[src/design/r2q_queue.sv]
// Two-entry queue between the front end and the scaling pipeline.
`default_nettype none
module r2q_queue #(
  parameter int IW = 8
) (
  input  logic          clk,
  input  logic          rst,
  input  logic          push,
  input  logic [IW-1:0] din,
  output logic          full,
  output logic          out_vld,
  output logic [IW-1:0] out_data
);
  logic [IW-1:0] mem [0:1];
  logic          wp, rp;
  logic [1:0]    count;
  logic          pop;

  // back end never stalls, so drain whenever something is held
  assign pop  = (count != 2'd0);
  assign full = (count == 2'd2);

  always_ff @(posedge clk) begin
    if (push) begin
      mem[wp] <= din;
    end
    if (pop) begin
      out_data <= mem[rp];
    end
  end

  always_ff @(posedge clk) begin
    if (rst) begin
      wp      <= 1'b0;
      rp      <= 1'b0;
      count   <= 2'd0;
      out_vld <= 1'b0;
    end else begin
      out_vld <= pop;
      if (push) wp <= ~wp;
      if (pop) rp <= ~rp;
      count <= count + 2'(push) - 2'(pop);
    end
  end
endmodule
`default_nettype wire

[config.mk]
export PLATFORM = sky130hd
export DESIGN_NAME = r2q_queue
export DESIGN_NICKNAME = d
export VERILOG_FILES = /design/src/design/r2q_queue.sv
export SDC_FILE = /design/constraint.sdc
export NUM_CORES = 1
export LEC_CHECK = 0
export ABC_AREA = 1
export BUFFER_PORTS_ARGS = -buffer_cell sky130_fd_sc_hd__buf_2
export CAP_MARGIN = 25
export CORE_MARGIN = 5
export CORE_UTILIZATION = 55
export DETAILED_ROUTE_END_ITERATION = 10
export PLACE_DENSITY = 0.9
export SYNTH_ARGS = -nofsm -noshare
export SYNTH_HDL_FRONTEND = slang
export SYNTH_SLANG_ARGS = --single-unit
[constraint.sdc]
create_clock -name clk -period 2.65 [get_ports clk]
set_clock_uncertainty 0.15 [all_clocks]
set_input_delay 0.1325 -clock clk [delete_from_list [all_inputs] [get_ports clk]]
set_output_delay 0.1325 -clock clk [all_outputs]
set_load 0.02 [all_outputs]
Yosys cells after proc, flatten, opt, wreduce, memory -nomap -nowiden:

Memory sizes are Yosys's and may differ from the RTL's. A register that Yosys moved wholly into a read port is not among the register bits.
Index checks and enable logic that the tools add are counted.

* memories kept: 1
* input bits: 11
* output and inout port bits: 10
* logic and storage cells: 13
* register bits after elaboration: 5
* bits in writable memories: 16

Memories
* mem: depth 2, width 8, read ports 1, clocked after Yosys merged registers in 1, wr ports 1, RTL line 14 `logic [IW-1:0] mem [0:1];`

* eq/ne operators: 1
* reductions and logical operators: 1
* bitwise logic cells: 2
* muxes and demuxes: 2
* add/sub/neg operators: 2

Operators with widths (number)
* $add 2x1->2: 1
* $eq 2x2->1 const B: 1
* $mux 1: 2
* $not 1->1: 2
* $reduce_bool 2->1: 1
* $sub 2x1->2: 1

Depth between registers and ports, before layout:

* depth in word-level cells: 2
* depth in mapped cells: 6
* mapped depth without buffers: 6

Worst setup path after synthesis:

No wires, ideal clock.

* kind: reg-to-reg
* from: reg wp
* to: mem mem[0][0] (enable)
* cell stages (with the launch flop): 2
* buffers on the path: 0
* data arrival time: 0.687 ns
* slack: 1.442 ns
* cells stage by stage: dfxtp_1 > nor2_1

RTL lines
* start, declared: RTL line 15 `logic wp, rp;`
* start signal, assigned: RTL line 40 `if (push) wp <= ~wp;`
* end, declared: RTL line 14

Straight into the memory's write port.

Worst setup path after layout:

* from: in push
* to: mem mem[0][5] (enable)

* cells in the longest elaborated chain, start to end: 2

RTL lines
* start, declared: RTL line 8 `input logic push,`
* $mux 1: RTL line 24 `if (push) begin`
* $mux 1 (implied by the code): RTL line 25 `mem[wp] <= din;`

Every way passes these cells.

==> metrics.yaml <==
post-place-ws_ps: 1300
cts_num_sinks: 29
first_pass_iters: 4
grt_setup_unrepaired: "false"
crit_chain: "dlygate4sd3_1 > buf_2 > inv_1 > nor2_1"
grt_pass1_vias: 675
timing_max_transition_violations_final: 0
setup_viol_count_final: 0
drc_errors: 0
drv_cap: 0
wirelength_um: 1780
status: "finished, final reports clean"
vias: 658
p_seq_frac: 0.631
tns_ps: 0
ys_ff_latch: 29
grt_use_total: 0.149
grt_pass1_wl_um: 2910
wl_per_cell_um: 12.6
nets: 127
final_cell_mix: "26 x nand2_1, 24 x edfxtp_1, 20 x buf_2"
final_common_cell: "nand2_1"
hold_class: "flip-flop to flip-flop"
fin_crit_ps: 1540
hold_ws_ps: 379
power_density_nw_per_um2: 639
overflow: 0
start_kind: "input pin"
die_w_um: 53.6
power_frac_comb: 0.083
syn2layout_area_growth_pct: 26.0
syn_inst: 79
cp-end-kind: "flip-flop"
crit_family: "buffers and inverters"
clock_latency_ps: 310
ios: 21
internal_power_uw: 650
cts-root-buf: "clkbuf_4"
gp_congestion: 0.711
hold_violations: 0
max_slew_margin: 0.563
ctsHoldBuffers: 10
syn-cell-area_um2: 1050
avgSynthCellArea_um2: 13.2
switching_share: 0.228
pwr-share-clk: 0.286
hpwl_um: 1160
cp_num_buf_inv: 3
critical_path_arrival_ps: 1330
grt_start_max_net_pins: 11
drive_gt1_frac: 0.284
crit_required_ps: 2450
cts_setup_buffers: 0
worstMarginPinSlew_ps: 654
dieArea_um2: 2870
crit_type: "input pin to flip-flop"
ant_nets: 0
core_um2: 1760
start_util: 0.593
antenna_found_initial: 0
drt_iter0_drc: 17
cp_slowest_cell: "dlygate4sd3_1"
path_clk_slew_ps: 90
yosysSeqAreaShare: 0.785
h-tree-depth: 2
fin_crit_sh: 0.580
post_synth_num_cell_types: 13
finalWorstSetupSlack_ps: 1110
r2r_setup_slack_ps: 1270
p_switching_uw: 192
fmax_ghz: 0.650
die_height_um: 53.6
num_antenna_cells: 0
numCtsBuffers: 5
rows: 15
peakVddDrop_v: 0.000437
cts-resized-gates: 0
cts_tree: "done"
cp_max_fo: 8
numPortBuffers: 20
syn_nets: 91
p_leak_nw: 0.574
ys_warn_count: 0
clockBufferDepth: 2
cpPeakStageDelay_ps: 520
via_per_inst: 4.67
power by group through the flow:
| stage | registers [mW] | logic (mW) | clock network, mW |
|---|---|---|---|
| floorplan | 0.546 | 0.0305 | 0 |
| global placement | 0.540 | 0.0544 | 0 |
| detailed placement | 0.541 | 0.0586 | 0 |
| CTS | 0.531 | 0.0699 | 0.245 |
| global route | 0.533 | 0.0785 | 0.265 |
| finish | 0.531 | 0.0701 | 0.241 |
Yosys cell counts:
master / count / area (µm²)
nand2_1: 26 / 97.6
edfxtp_1: 24 / 721
nor2_1: 7 / 26.3
inv_1: 6 / 22.5
dfxtp_1: 5 / 100
nor2_2: 3 / 18.8
nand2_2: 2 / 12.5
a21oi_1: 1 / 5.00
buf_6: 1 / 11.3
ha_1: 1 / 12.5
inv_6: 1 / 8.76
nand3_1: 1 / 5.00
nor3_1: 1 / 5.00
worst paths after layout:
path	start	cells after the start	to
setup reg to reg	wp$_SDFFE_PP0P_	1	mem[0][5]$_DFFE_PP_
hold reg to reg	mem[0][6]$_DFFE_PP_	2	out_data[6]$_DFFE_PP_
setup / recovery	push	4	mem[0][5]$_DFFE_PP_
hold / removal	mem[0][6]$_DFFE_PP_	2	out_data[6]$_DFFE_PP_
routing by layer:
| layer | track usage | part of all wire | vias to the layer above |
|---|---|---|---|
| li1 | - | - | 331 |
| met1 | 0.150 | 0.38 | 303 |
| met2 | 0.269 | 0.54 | 19 |
| met3 | 0.0526 | 0.061 | 5 |
| met4 | 0.0766 | 0.014 | 0 |
| met5 | 0 | 0 | - |
through the flow:
stage | area (µm²) | instances | total power, mW | utilization
2_1_floorplan | 1050 | 79 | 0.577 | -
3_3_place_gp | 1170 | 123 | 0.594 | 0.661
3_5_place_dp | 1170 | 123 | 0.600 | 0.661
4_1_cts | 1320 | 141 | 0.845 | 0.747
5_1_grt | 1320 | 141 | 0.876 | 0.747
6_report | 1320 | 141 | 0.842 | 0.747
state kept, by name, indices dropped and copies added (netlist names):
signal / cells
mem: 16
rp: 1
out_vld: 1
wp: 1
out_data: 8
count: 2
area by class of cell:
type / count / area, µm²
flip-flops and latches: 29 / 821
repair buffers: 30 / 200
inverters: 7 / 31.3
fillers: 123 / 447
clock inverters: 2 / 10.0
clock buffers: 6 / 41.3
well taps: 25 / 31.3
multi-input cells: 42 / 183
worst min-delay path, stage by stage (launching register included):
cell and delay [ps]:
edfxtp_1 330, nand2_1 50, nand2_1 50
logic make-up (layout without fill, tap and decap cells):
kind of cell               after synthesis  after routing  share of synthesized area
AOI/OAI and AO/OA                        1              1                    0.00478
adders and majority gates                1              1                     0.0120
buffers and inverters                    8             45                     0.0407
and+or+nand+nor                         40             40                      0.158
DFF                                     29             29                      0.785
(Power assumes the default switching activity.)
